### config.mk
export PLATFORM = sky130hd
export DESIGN_NAME = sliding_median_filter
export DESIGN_NICKNAME = d
export VERILOG_FILES = /design/src/rtl/core/smf_pkg.sv /design/src/rtl/core/smf_cell.sv /design/src/rtl/core/sliding_median_filter.sv
export SDC_FILE = /design/constraint.sdc
export NUM_CORES = 1
export LEC_CHECK = 0
export BUFFER_PORTS_ARGS = -buffer_cell sky130_fd_sc_hd__buf_2
export CAP_MARGIN = 20
export CORE_ASPECT_RATIO = 1.4
export CORE_MARGIN = 1.5
export CORE_UTILIZATION = 40
export DETAILED_ROUTE_END_ITERATION = 10
export PLACE_DENSITY = 0.59
export SETUP_SLACK_MARGIN = 0.5
export SYNTH_ARGS = -nofsm -noshare
export SYNTH_HDL_FRONTEND = slang
export SYNTH_SLANG_ARGS = --single-unit
### constraint.sdc
create_clock -name clk -period 9.59 [get_ports clk]
set_clock_uncertainty 0.1 [all_clocks]
set_input_delay 1.4385 -clock clk [delete_from_list [all_inputs] [get_ports clk]]
set_output_delay 1.4385 -clock clk [all_outputs]
set_load 0.01 [all_outputs]
### src/rtl/core/smf_pkg.sv
// ----------------------------------------------------------------------------
// smf_pkg
// Beat types and field widths shared by the sliding median filter modules.
// ----------------------------------------------------------------------------
package smf_pkg;

	localparam int TIME_W  = 31;
	localparam int LEVEL_W = 32;

	typedef struct packed {
		logic                      restart;
		logic [TIME_W-1:0]         sample_time;
		logic signed [LEVEL_W-1:0] sample_level;
	} sample_t;

	typedef struct packed {
		logic [TIME_W-1:0]         center_time;
		logic signed [LEVEL_W-1:0] median_level;
	} result_t;

endpackage

### src/rtl/core/smf_cell.sv
// ----------------------------------------------------------------------------
// smf_cell
// One window slot: holds a sample and its rank among the valid slots, and
// takes over its younger neighbor's sample with the rank updated for the
// sample that leaves and the one that arrives.
// ----------------------------------------------------------------------------
module smf_cell #(
	parameter int RANK_W = 3
) (
	input  logic                              clk,
	input  logic                              arst_n,
	input  logic                              shift,
	input  logic signed [smf_pkg::LEVEL_W-1:0] in_level,
	input  logic [smf_pkg::TIME_W-1:0]         in_stamp,
	input  logic                              in_valid,
	input  logic [RANK_W-1:0]                 in_rank,
	input  logic signed [smf_pkg::LEVEL_W-1:0] leave_level,
	input  logic                              leave_valid,
	input  logic signed [smf_pkg::LEVEL_W-1:0] new_level,
	output logic signed [smf_pkg::LEVEL_W-1:0] level,
	output logic [smf_pkg::TIME_W-1:0]         stamp,
	output logic                              valid,
	output logic [RANK_W-1:0]                 rank,
	output logic                              le_new
);

	logic signed [smf_pkg::LEVEL_W-1:0] level_q;
	logic [smf_pkg::TIME_W-1:0]         stamp_q;
	logic                              valid_q;
	logic [RANK_W-1:0]                 rank_q;
	logic [RANK_W-1:0]                 rank_next;

	// ties ordered by age: an older equal sample sits below, a newer one above
	assign rank_next = in_rank
		+ RANK_W'(new_level < in_level)
		- RANK_W'(leave_valid && (leave_level <= in_level));

	always_ff @(posedge clk or negedge arst_n) begin
		if (!arst_n) begin
			valid_q <= 1'b0;
		end else if (shift) begin
			valid_q <= in_valid;
		end
	end

	always_ff @(posedge clk) begin
		if (shift) begin
			level_q <= in_level;
			stamp_q <= in_stamp;
			rank_q  <= rank_next;
		end
	end

	assign level  = level_q;
	assign stamp  = stamp_q;
	assign valid  = valid_q;
	assign rank   = rank_q;
	assign le_new = valid_q && (level_q <= new_level);

endmodule

### src/rtl/core/sliding_median_filter.sv
// ----------------------------------------------------------------------------
// sliding_median_filter
// Running median over the last WINDOW timestamped samples.
// ----------------------------------------------------------------------------
// Input beats (sample) carry a restart flag, a timestamp and a signed Q16.16
// level; output beats (result) carry the median level of the window and the
// timestamp of its center sample. Both channels use valid/stall.
// The window is a row of WINDOW cells, each keeping its sample's rank among
// the valid cells; every accepted beat shifts the row by one and updates all
// ranks in the same cycle, so one sample is taken every clock while sample_stall is low.
// Once WINDOW samples of a series are held, every sample yields one result
// beat, registered in the cell row and then in the output register. The
// first WINDOW-1 samples after reset or a restart yield nothing. A restart
// drops the window before its own sample goes in.
// Reset empties the window and the output register.
// A stalled result holds; the row keeps one finished window pending behind
// it, and sample_stall rises only when both are occupied and result_stall
// is high.
// ----------------------------------------------------------------------------
module sliding_median_filter #(
	parameter int WINDOW = 5
) (
	input  logic             clk,
	input  logic             arst_n,
	input  logic             sample_valid,
	output logic             sample_stall,
	input  smf_pkg::sample_t sample,
	output logic             result_valid,
	input  logic             result_stall,
	output smf_pkg::result_t result
);

	localparam int RANK_W = $clog2(WINDOW + 1);
	localparam int MID    = WINDOW / 2;

	logic signed [smf_pkg::LEVEL_W-1:0] lvl   [WINDOW];
	logic [smf_pkg::TIME_W-1:0]         stamp [WINDOW];
	logic [RANK_W-1:0]                  rank  [WINDOW];
	logic [WINDOW-1:0]                  valid;
	logic [WINDOW-1:0]                  le_new;
	logic [WINDOW-1:0]                  vin;
	logic [WINDOW-1:0]                  sel;
	logic [RANK_W-1:0]                  new_rank;
	logic                               leave_valid;
	logic                               accept;
	logic                               load_out;
	logic                               pend_q;
	logic                               res_valid_q;
	smf_pkg::result_t                   res_q;
	logic signed [smf_pkg::LEVEL_W-1:0] med;

	assign load_out     = pend_q && (!res_valid_q || !result_stall);
	assign sample_stall = pend_q && !load_out;
	assign accept       = sample_valid && !sample_stall;
	assign leave_valid  = valid[0] && !sample.restart;

	// rank of the arriving sample among all held ones; the leaving one is
	// taken back out inside the last cell
	always_comb begin
		new_rank = '0;
		if (!sample.restart) begin
			for (int j = 0; j < WINDOW; j++) begin
				new_rank = new_rank + RANK_W'(le_new[j]);
			end
		end
	end

	genvar g;
	generate
		for (g = 0; g < WINDOW; g++) begin : g_cell
			if (g == WINDOW - 1) begin : g_head
				assign vin[g] = 1'b1;
				smf_cell #(.RANK_W(RANK_W)) u_cell (
					.clk        (clk),
					.arst_n     (arst_n),
					.shift      (accept),
					.in_level   (sample.sample_level),
					.in_stamp   (sample.sample_time),
					.in_valid   (vin[g]),
					.in_rank    (new_rank),
					.leave_level(lvl[0]),
					.leave_valid(leave_valid),
					.new_level  (sample.sample_level),
					.level      (lvl[g]),
					.stamp      (stamp[g]),
					.valid      (valid[g]),
					.rank       (rank[g]),
					.le_new     (le_new[g])
				);
			end else begin : g_body
				assign vin[g] = valid[g+1] && !sample.restart;
				smf_cell #(.RANK_W(RANK_W)) u_cell (
					.clk        (clk),
					.arst_n     (arst_n),
					.shift      (accept),
					.in_level   (lvl[g+1]),
					.in_stamp   (stamp[g+1]),
					.in_valid   (vin[g]),
					.in_rank    (rank[g+1]),
					.leave_level(lvl[0]),
					.leave_valid(leave_valid),
					.new_level  (sample.sample_level),
					.level      (lvl[g]),
					.stamp      (stamp[g]),
					.valid      (valid[g]),
					.rank       (rank[g]),
					.le_new     (le_new[g])
				);
			end
		end
	endgenerate

	always_comb begin
		med = '0;
		for (int j = 0; j < WINDOW; j++) begin
			sel[j] = valid[j] && (rank[j] == RANK_W'(MID));
			if (sel[j]) begin
				med = med | lvl[j];
			end
		end
	end

	always_ff @(posedge clk or negedge arst_n) begin
		if (!arst_n) begin
			pend_q      <= 1'b0;
			res_valid_q <= 1'b0;
		end else begin
			if (accept) begin
				pend_q <= &vin;
			end else if (load_out) begin
				pend_q <= 1'b0;
			end
			if (load_out) begin
				res_valid_q <= 1'b1;
			end else if (!result_stall) begin
				res_valid_q <= 1'b0;
			end
		end
	end

	always_ff @(posedge clk) begin
		if (load_out) begin
			res_q.center_time  <= stamp[MID];
			res_q.median_level <= med;
		end
	end

	assign result_valid = res_valid_q;
	assign result       = res_q;

	// a full window has exactly one cell at the middle rank
	a_one_median: assert property (@(posedge clk) disable iff (!arst_n)
		pend_q |-> $onehot(sel))
		else $error("median rank not unique in a full window");

	a_pend_full: assert property (@(posedge clk) disable iff (!arst_n)
		pend_q |-> (&valid))
		else $error("window result pending with empty cells");

	a_restart_empties: assert property (@(posedge clk) disable iff (!arst_n)
		(accept && sample.restart) |=> (!pend_q && ($countones(valid) == 1)))
		else $error("restart left old samples in the window");

	a_no_drop: assert property (@(posedge clk) disable iff (!arst_n)
		(pend_q && !load_out) |=> pend_q)
		else $error("pending window lost before reaching the output");

endmodule
== Word-level counts from Yosys, hierarchy flattened ==
Cells that the tools add are included.

* Register bits: 338
* Input bits: 68
* Output and inout bits: 65
* Logic and storage cells: 101

* Add/subtract/negate cells: 14
* $lt $le $gt $ge: 14
* Eq/ne operators: 6
* Muxes and demuxes: 10
* Bitwise operators: 4
* Reductions and logical operators: 31

{| class="wikitable"
|+ Operators with widths
! kind !! count
|-
| $le 32x32->1 || 9
|-
| $lt 32x32->1 || 5
|-
| $mux 32 || 5
|-
| $or 32x32->32 || 4
|-
| $logic_and 1x1->1 || 23
|-
| $add 3x1->3 || 7
|-
| $eq 3x2->1 const B || 5
|-
| $sub 3x1->3 || 5
|-
| $logic_not 1->1 || 5
|-
| $mux 1 || 4
|-
| $reduce_and 4->1 || 1
|-
| $add 2x1->3 || 1
|-
| $mux 3 || 1
|-
| $add 1x1->2 || 1
|-
| $ne 2x1->1 const B || 1
|-
| $reduce_bool 2->1 || 1
|-
| $logic_or 1x1->1 || 1
|}

== Depth between registers and ports, before layout ==
Gate-level depths: netlist of the first run.

* Word-level depth: 11
* Mapped depth: 16
* Depth with buffers taken out: 16

== Hierarchy ==
Synthesis of the first run repeated with hierarchy kept, for this count alone.

* Cells, all modules: 2175
* Area total of the unflattened synthesis: 25096.6 um^2

{| class="wikitable"
|+ Modules (own cells, without submodules)
! module !! times used !! cells an instance !! area each (um^2) !! seq. area each (um^2)
|-
| smf_cell (g_cell[0].g_body.u_cell ...) || 3 || 388 || 4410.5 || 2006.9
|-
| smf_cell (g_cell[1].g_body.u_cell) || 1 || 389 || 4413.0 || 2006.9
|-
| smf_cell (g_cell[2].g_body.u_cell) || 1 || 385 || 4399.2 || 2006.9
|-
| sliding_median_filter || 1 || 237 || 3052.9 || 1941.9
|}

== Worst setup path after synthesis of the first run ==
OpenSTA, ideal clock, no wires.

* Path kind: input to register
* Start point: input port result_stall
* End point: register g_cell[0].g_body.u_cell.level_q, in the netlist g_cell[0].g_body.u_cell.level[0] (enable)
* Library setup time: 0.617 ns
* Arrival time: 6.877 ns
* Data required time: 8.873 ns
* Path slack: 1.995 ns
* Stages on the path: 3
* Path buffers: 0
* Cells stage by stage: nand3_1 > nand2_1 > inv_1

* Cells in the longest elaborated chain, start to end: 7

{| class="wikitable"
|+ Ends and longest elaborated chain
! element !! RTL line !! source
|-
| start, declared || sliding_median_filter.sv:29 || <nowiki>input logic result_stall,</nowiki>
|-
| $logic_not 1->1 || -- ||
|-
| $logic_or 1x1->1 || sliding_median_filter.sv:52 || <nowiki>assign load_out = pend_q && (!res_valid_q || !result_stall);</nowiki>
|-
| $logic_and 1x1->1 || sliding_median_filter.sv:52 ||
|-
| $logic_not 1->1 || sliding_median_filter.sv:53 || <nowiki>assign sample_stall = pend_q && !load_out;</nowiki>
|-
| $logic_and 1x1->1 || sliding_median_filter.sv:53 ||
|-
| $logic_not 1->1 || sliding_median_filter.sv:54 || <nowiki>assign accept = sample_valid && !sample_stall;</nowiki>
|-
| $logic_and 1x1->1 || sliding_median_filter.sv:54 ||
|-
| net accept || sliding_median_filter.sv:45 || <nowiki>logic accept;</nowiki>
|-
| end signal, assigned || smf_cell.sv:48 || <nowiki>level_q <= in_level;</nowiki>
|-
| end, declared || smf_cell.sv:27 || <nowiki>logic signed [smf_pkg::LEVEL_W-1:0] level_q;</nowiki>
|}

The timed path passes the listed nets, and every way through them passes these cells.
A chain may end at the register's enable or synchronous reset.

== Worst setup path in the final report of the first run ==
* Start point: input port sample[31] (netlist name)
* End point: register g_cell[4].g_head.u_cell.rank_q[2] (data pin)

* Cells in the longest elaborated chain, start to end: 9
* Elaborated cells on any way between the ends: 19
* Classes of those cells: add/sub (6); order compare (6); mux (1); reduce/logical (6)

{| class="wikitable"
|+ Ends and longest elaborated chain
! element !! RTL line !! source
|-
| start, declared || sliding_median_filter.sv:27 || <nowiki>input smf_pkg::sample_t sample,</nowiki>
|-
| $le 32x32->1 (on tied branches) || smf_cell.sv:36, smf_cell.sv:58 ||
|-
| $logic_and 1x1->1 || smf_cell.sv:58 || <nowiki>assign le_new = valid_q && (level_q <= new_level);</nowiki>
|-
| $add 1x1->2 || sliding_median_filter.sv:63 || <nowiki>new_rank = new_rank + RANK_W'(le_new[j]);</nowiki>
|-
| $add 2x1->3 || sliding_median_filter.sv:63 ||
|-
| $add 3x1->3 (2 in a row) || sliding_median_filter.sv:63 ||
|-
| $mux 3 || sliding_median_filter.sv:61 || <nowiki>if (!sample.restart) begin</nowiki>
|-
| $add 3x1->3 || smf_cell.sv:35 || <nowiki>+ RANK_W'(new_level < in_level)</nowiki>
|-
| $sub 3x1->3 (*) || smf_cell.sv:36 || <nowiki>- RANK_W'(leave_valid && (leave_level <= in_level));</nowiki>
|-
| net g_cell[4].g_head.u_cell.rank_next[2] || smf_cell.sv:31 || <nowiki>logic [RANK_W-1:0] rank_next;</nowiki>
|-
| end signal, assigned || smf_cell.sv:50 || <nowiki>rank_q <= rank_next;</nowiki>
|-
| end, declared || smf_cell.sv:30 || <nowiki>logic [RANK_W-1:0] rank_q;</nowiki>
|}

Mark *: on every way through the listed nets, which the timed path passes. The rest lies on a longest branch.

==> metrics.yaml, run 1 <==
yosys:
  syn_nets: 1826
  synth-seq-cells: 338
  synthCells: 1453
  netlist_area_um2: 18400
  synth_enable_flop_cells: 331
  avgSynthCellArea_um2: 12.7
  synthFlopType: "edfxtp_1"
  synthDistinctLibCells: 50
  async_flop_share: 0.0207
  seq_area_frac_synth: 0.550
  yosys_warnings: 0
sta:
  drv_slew: 0
  rsz0062_at_grt: "no"
  max_freq_mhz: 198
  finalSetupViolations: 0
  post-route-period-util: 0.526
  relSlewSlack: 0.264
  worst_slew_pin_slew_ns: 1.10
  fin_tns_setup_ns: 0
  hold_viol: 0
  post-route-min-period_ns: 5.04
clock_network:
  ctsHoldBuffers: 0
  cts_buffer_depth: 3
  clock-sinks: 338
  root_buffer: "clkbuf_16"
  insertion_delay_ns: 0.55
  cts.clk_slew.worst_paths_ns: 0.06
  cts_tree: "done"
  cts_buffers: 36
  postCtsSetupRepairBufs: 0
  cts_resized: 0
  h-tree-depth: 2
place:
  gp_congestion: 0.900
  dp_hpwl_um: 37600
  port_buffers: 132
detailed_routing:
  vias: 12432
  drcViolationCount: 0
  first_pass_iters: 8
  detail_route.iter0.violations: 850
  wl_per_cell_um: 22.2
  wirelength_um: 50000
  drtAntennaViolNets: 0
  viasPerCell: 5.52
worst_setup_path:
  crit_start: "sample[31]"
  crit_slowest_cell: "fa_1"
  cp-end-kind: "register"
  critPathRequiredTime_ns: 9.79
  worstSetupPathDepth: 15
  crit_type: "input port to register"
  worst_path_largest_cell_delay_ns: 0.52
  cp_num_buf_inv: 3
  cpMostUsedCell: "ha_1"
  start_kind: "input port"
  r2r_cells: 13
  crit_fanout: 5
  arrival_ns: 5.24
  crit_path_cell_trace: "buf_2 > inv_1 > ha_1 > nand4_1 > nor4_1 > nand4_1 > o221ai_1 > o211ai_1 > fa_1 > inv_1 > fa_1 > ha_1 > nand2b_1 > ha_1 > xnor2_1"
  cp_top_family: "adder cells"
  rr_startpoint: "g_cell[1].g_body.u_cell.level[31]"
power:
  p_per_area_nw_per_um2: 174
  vdd.ir_drop.worst_v: 0.000198
  fin_total_pwr_mw: 3.66
  p_leak_nw: 9.06
cells_and_area:
  antenna_cells: 0
  drive_above_1_share: 0.125
  seqCellArea_um2: 10100
  layout_common_cells: "edfxtp_1, ha_1, inv_1"
  final_nets: 1990
  multi_input_area_um2: 7550
  final_common_cell: "edfxtp_1"
  syn2layout_area_growth_pct: 14.3
  fillCellCount: 4139
flow_run:
  cap_violations: 0
global_route:
  grt_max_degree: 143
  gr-total-overflow: 0
  grt_pass1_vias: 12845
  antenna_found_initial: 0
  gr-usage-all-layers: 0.216
  grt_pass1_wl_um: 75900
die:
  die_area_um2: 47300
  die_h_um: 257
  initial_core_util: 0.407
  rows: 92
  io_pins: 133
  die_x_um: 184
  core_um2: 45200
worst_hold_path:
  min_path_cells: 0
  hp-class: "register to register"
  holdCritStartpoint: "g_cell[3].g_body.u_cell.stamp[18]"
status:
  outcome: "finished clean"
## final timing paths
path	slack [ns]	endpoint
max	4.55	g_cell[4].g_head.u_cell.rank[2]
min	0.31	g_cell[2].g_body.u_cell.stamp[18]
max reg2reg	5.16	g_cell[4].g_head.u_cell.rank[2]
min reg2reg	0.31	g_cell[2].g_body.u_cell.stamp[18]
max in group asynchronous	8.61	g_cell[4].g_head.u_cell.valid
min in group asynchronous	0.62	result_valid
## cell families after synthesis
logic type	share of synthesized area
xor+xnor	0.00476
buf+inv	0.0426
simple gates	0.0797
fa+ha+maj	0.210
flops	0.550
compound gates	0.114
## routing by layer
metal | part of all wire | vias to the layer above | track usage
met1 | 0.38 | 6072 | 0.238
met2 | 0.53 | 362 | 0.400
met5 | 0 | - | 0
li1 | - | 5901 | -
met3 | 0.045 | 97 | 0.0347
met4 | 0.048 | 0 | 0.101
## sequential cells by signal, indices dropped and copies added, names as in the netlist
signal,cells
g_cell.g_head.u_cell.valid,1
g_cell.g_head.u_cell.stamp,31
g_cell.g_body.u_cell.valid,4
g_cell.g_head.u_cell.rank,3
g_cell.g_body.u_cell.level,128
g_cell.g_head.u_cell.level,32
pend_q,1
g_cell.g_body.u_cell.rank,12
result,63
result_valid,1
g_cell.g_body.u_cell.stamp,62
## synth_stat cells, types with 16 or more instances
cell,n,area (um^2)
edfxtp_1,331,9940
ha_1,299,3740
inv_1,193,724
a21oi_1,106,531
nand2_1,105,394
nand4_1,60,375
o21ai_0,45,225
a22oi_1,39,293
a222oi_1,32,320
a21o_1,28,210
nor2_1,22,82.6
clkbuf_1,16,60.1
## where the power goes
part,internal (mW),switching (mW),leakage (nW),total [mW]
clock network,0.758,0.594,0.540,1.35
registers,1.74,0.0902,3.29,1.83
logic,0.189,0.289,5.23,0.478
## worst reg2reg max path, stage by stage (launching register included)
cell	delay (ns)
edfxtp_1	0.48
ha_1	0.45
nand4_1	0.27
nor4_1	0.47
nand4_1	0.25
o221ai_1	0.30
o211ai_1	0.16
fa_1	0.52
inv_1	0.06
fa_1	0.42
ha_1	0.31
nand2b_1	0.06
ha_1	0.20
xnor2_1	0.12
## through the flow
stage | setup WS [ns] | hold slack [ns] | std cells | area [um^2] | utilization
floorplan | 2.00 | 0.300 | 1453 | 18400 | -
global placement | 4.04 | 0.301 | 2189 | 19900 | 0.440
detailed placement | 4.02 | 0.305 | 2190 | 19900 | 0.440
CTS | 4.57 | 0.317 | 2254 | 21000 | 0.465
global route | 4.28 | 0.320 | 2254 | 21000 | 0.465
finish | 4.55 | 0.312 | 2254 | 21000 | 0.465
## area by class of cell
type,instances,area share
Inverter,193,0.0348
Tap cell,611,0.0364
Clock inverter,21,0.00863
Clock buffer,43,0.0446
Sequential cell,338,0.481
Timing Repair Buffer,142,0.0358
Multi-Input combinational cell,906,0.359
(Power assumes the default switching activity.)
==> run 2: changes to the inputs <==
==> constraint.sdc (replaced) <==
create_clock -name clk -period 4.9 [get_ports clk]
set_clock_uncertainty 0.1 [all_clocks]
set_input_delay 0.735 -clock clk [delete_from_list [all_inputs] [get_ports clk]]
set_output_delay 0.735 -clock clk [all_outputs]
set_load 0.01 [all_outputs]
==> metrics.yaml, run 2 (synthesized netlist as in run 1, its figures left out) <==
global_route:
  grt_use_met2: 0.406  # +0.00631
  grt_pass1_vias: 12915  # +0.54%
  antenna_found_initial: 0  # unchanged
  grt_max_degree: 95  # -34%
  gr-usage-met1: 0.238  # about the same
  gr-usage-all-layers: 0.218  # +0.00175
  grt_pass1_wl_um: 76500  # +0.74%
  grt_busiest_layer: "met2"
  use_met3: 0.0369  # +0.00227
  gr-total-overflow: 0  # unchanged
clock_network:
  cts_tree: "done"
  cts_buffers: 36  # unchanged
  clock-sinks: 338  # unchanged
  root_buffer: "clkbuf_16"
  cts_buffer_depth: 3  # unchanged
  cts.clk_slew.worst_paths_ns: 0.07  # about the same
  insertion_delay_ns: 0.55  # about the same
  h-tree-depth: 2  # unchanged
sta:
  worst_slew_pin_slew_ns: 1.13  # +0.0256 ns
  relSlewSlack: 0.247  # -0.0171
  hold_ws_ns: 0.264  # -0.0478 ns
  hold_viol: 0  # unchanged
  post-route-period-util: 0.860
  finalSetupViolations: 0  # unchanged
  drv_slew: 0  # unchanged
  rsz0062_at_grt: "no"
  max_freq_mhz: 237
  post-route-min-period_ns: 4.21
detailed_routing:
  wirelength_um: 50700  # +1.6%
  drcViolationCount: 0  # unchanged
  detail_route.iter0.violations: 885  # +4.1%
  first_pass_iters: 8  # unchanged
  wl_per_cell_um: 22.2  # about the same
  vias: 12540  # +0.87%
  drtAntennaViolNets: 0  # unchanged
  viasPerCell: 5.47  # -0.76%
die:
  initial_core_util: 0.407  # unchanged
  die_area_um2: 47300  # unchanged
  rows: 92  # unchanged
  die_h_um: 257  # unchanged
  die_x_um: 184  # unchanged
  core_um2: 45200  # unchanged
  io_pins: 133  # unchanged
worst_setup_path:
  critPathRequiredTime_ns: 5.10  # -4.69 ns
  r2r_slack_ns: 0.69  # -4.47 ns
  crit_type: "register to register"
  cp-end-kind: "register"
  crit_fanout: 5  # unchanged
  rr_startpoint: "g_cell[0].g_body.u_cell.level[26]"
  crit_start: "g_cell[0].g_body.u_cell.level[26]"
  arrival_ns: 4.41  # -0.83 ns
  start_kind: "register"
power:
  vdd.ir_drop.worst_v: 0.000305  # +54%
  p_leak_nw: 9.31  # +2.8%
  p_per_area_nw_per_um2: 346  # +99%
place:
  dp_hpwl_um: 38100  # +1.3%
  place_inst: 2213  # +1.1%
  port_buffers: 132  # unchanged
  gp_congestion: 0.898  # -0.22%
cells_and_area:
  syn2layout_area_growth_pct: 16.6
  final_common_cell: "edfxtp_1"
  layout_common_cells: "edfxtp_1, ha_1, inv_1"
  drive_above_1_share: 0.148  # +0.0234
  largest_reg_flops: 128  # unchanged
  final_cells: 2291  # +1.6%
  antenna_cells: 0  # unchanged
  fillCellCount: 4103  # -0.87%
  final_nets: 2025  # +1.8%
status:
  outcome: "finished clean"
flow_run:
  cap_violations: 0  # unchanged
worst_hold_path:
  hp-class: "input port to register"
  holdCritStartpoint: "sample[50]"
## run 2: cell count changes in the layout (fill, tap and decap cells not counted), sizes merged
cell / change
buf: +34
clkinv: -2
dlygate4sd3: +1
bufinv: +3
clkbuf: +2
clkinvlp: -1
## run 2: what timing repair did
action | 4_1_cts | 5_1_grt
gates resized for setup | 0 | 4
setup endpoints to repair | 0 | 2
hold buffers | 1 | 0
setup buffers | 0 | 11
hold endpoints to repair | 7 | 0
## run 2: final timing paths
kind	to	cells past startpoint
worst min-delay path	g_cell[4].g_head.u_cell.stamp[18]	1
worst max register to register	g_cell[4].g_head.u_cell.rank[2]	13
worst min register to register	result[34]	0
worst max-delay path	g_cell[4].g_head.u_cell.rank[2]	13
min in group asynchronous	g_cell[3].g_body.u_cell.valid	2
max in group asynchronous	g_cell[1].g_body.u_cell.valid	2
## run 2: where the power goes
group	internal, mW	switching (mW)
logic	0.388	0.584
clock network	1.71	1.17
registers	3.41	0.171
## run 2: layout make-up
| class | count | area [um^2] | share of cell area |
|---|---|---|---|
| flip-flops and latches | 338 | 10100 | 0.471 |
| multi-input cells | 906 | 7600 | 0.354 |
| repair buffers | 177 | 1010 | 0.0472 |
| clock buffers | 45 | 987 | 0.0460 |
| well taps | 611 | 764 | 0.0356 |
| inverters | 193 | 728 | 0.0339 |
| clock inverters | 21 | 249 | 0.0116 |
## run 2: metal layers
| layer | up-vias | part of all wire |
|---|---|---|
| li1 | 5982 | - |
| met1 | 6064 | 0.37 |
| met2 | 374 | 0.53 |
| met3 | 120 | 0.047 |
| met4 | 0 | 0.046 |
| met5 | - | 0 |
## run 2: worst max-delay path, stage by stage (launching register included)
cell and delay (ns):
edfxtp_1 0.48, ha_1 0.34, nand4_1 0.22, or4_4 0.61
nor4_4 0.20, a22oi_1 0.13, o31a_2 0.16, fa_1 0.53
inv_1 0.05, fa_1 0.41, ha_1 0.32, nand2b_1 0.07
ha_1 0.20, xnor2_1 0.12
## run 2: through the flow
step	instance area [um^2]	setup WS, ns	util	total power [mW]	setup TNS, ns
2_1_floorplan	18400	-0.517	-	4.20	-138.57
3_3_place_gp	20100	0.180	0.444	4.57	0
3_5_place_dp	20100	0.166	0.444	4.61	0
4_1_cts	21300	0.517	0.472	7.52	0
5_1_grt	21500	0.500	0.474	7.76	0
6_report	21500	0.687	0.474	7.43	0
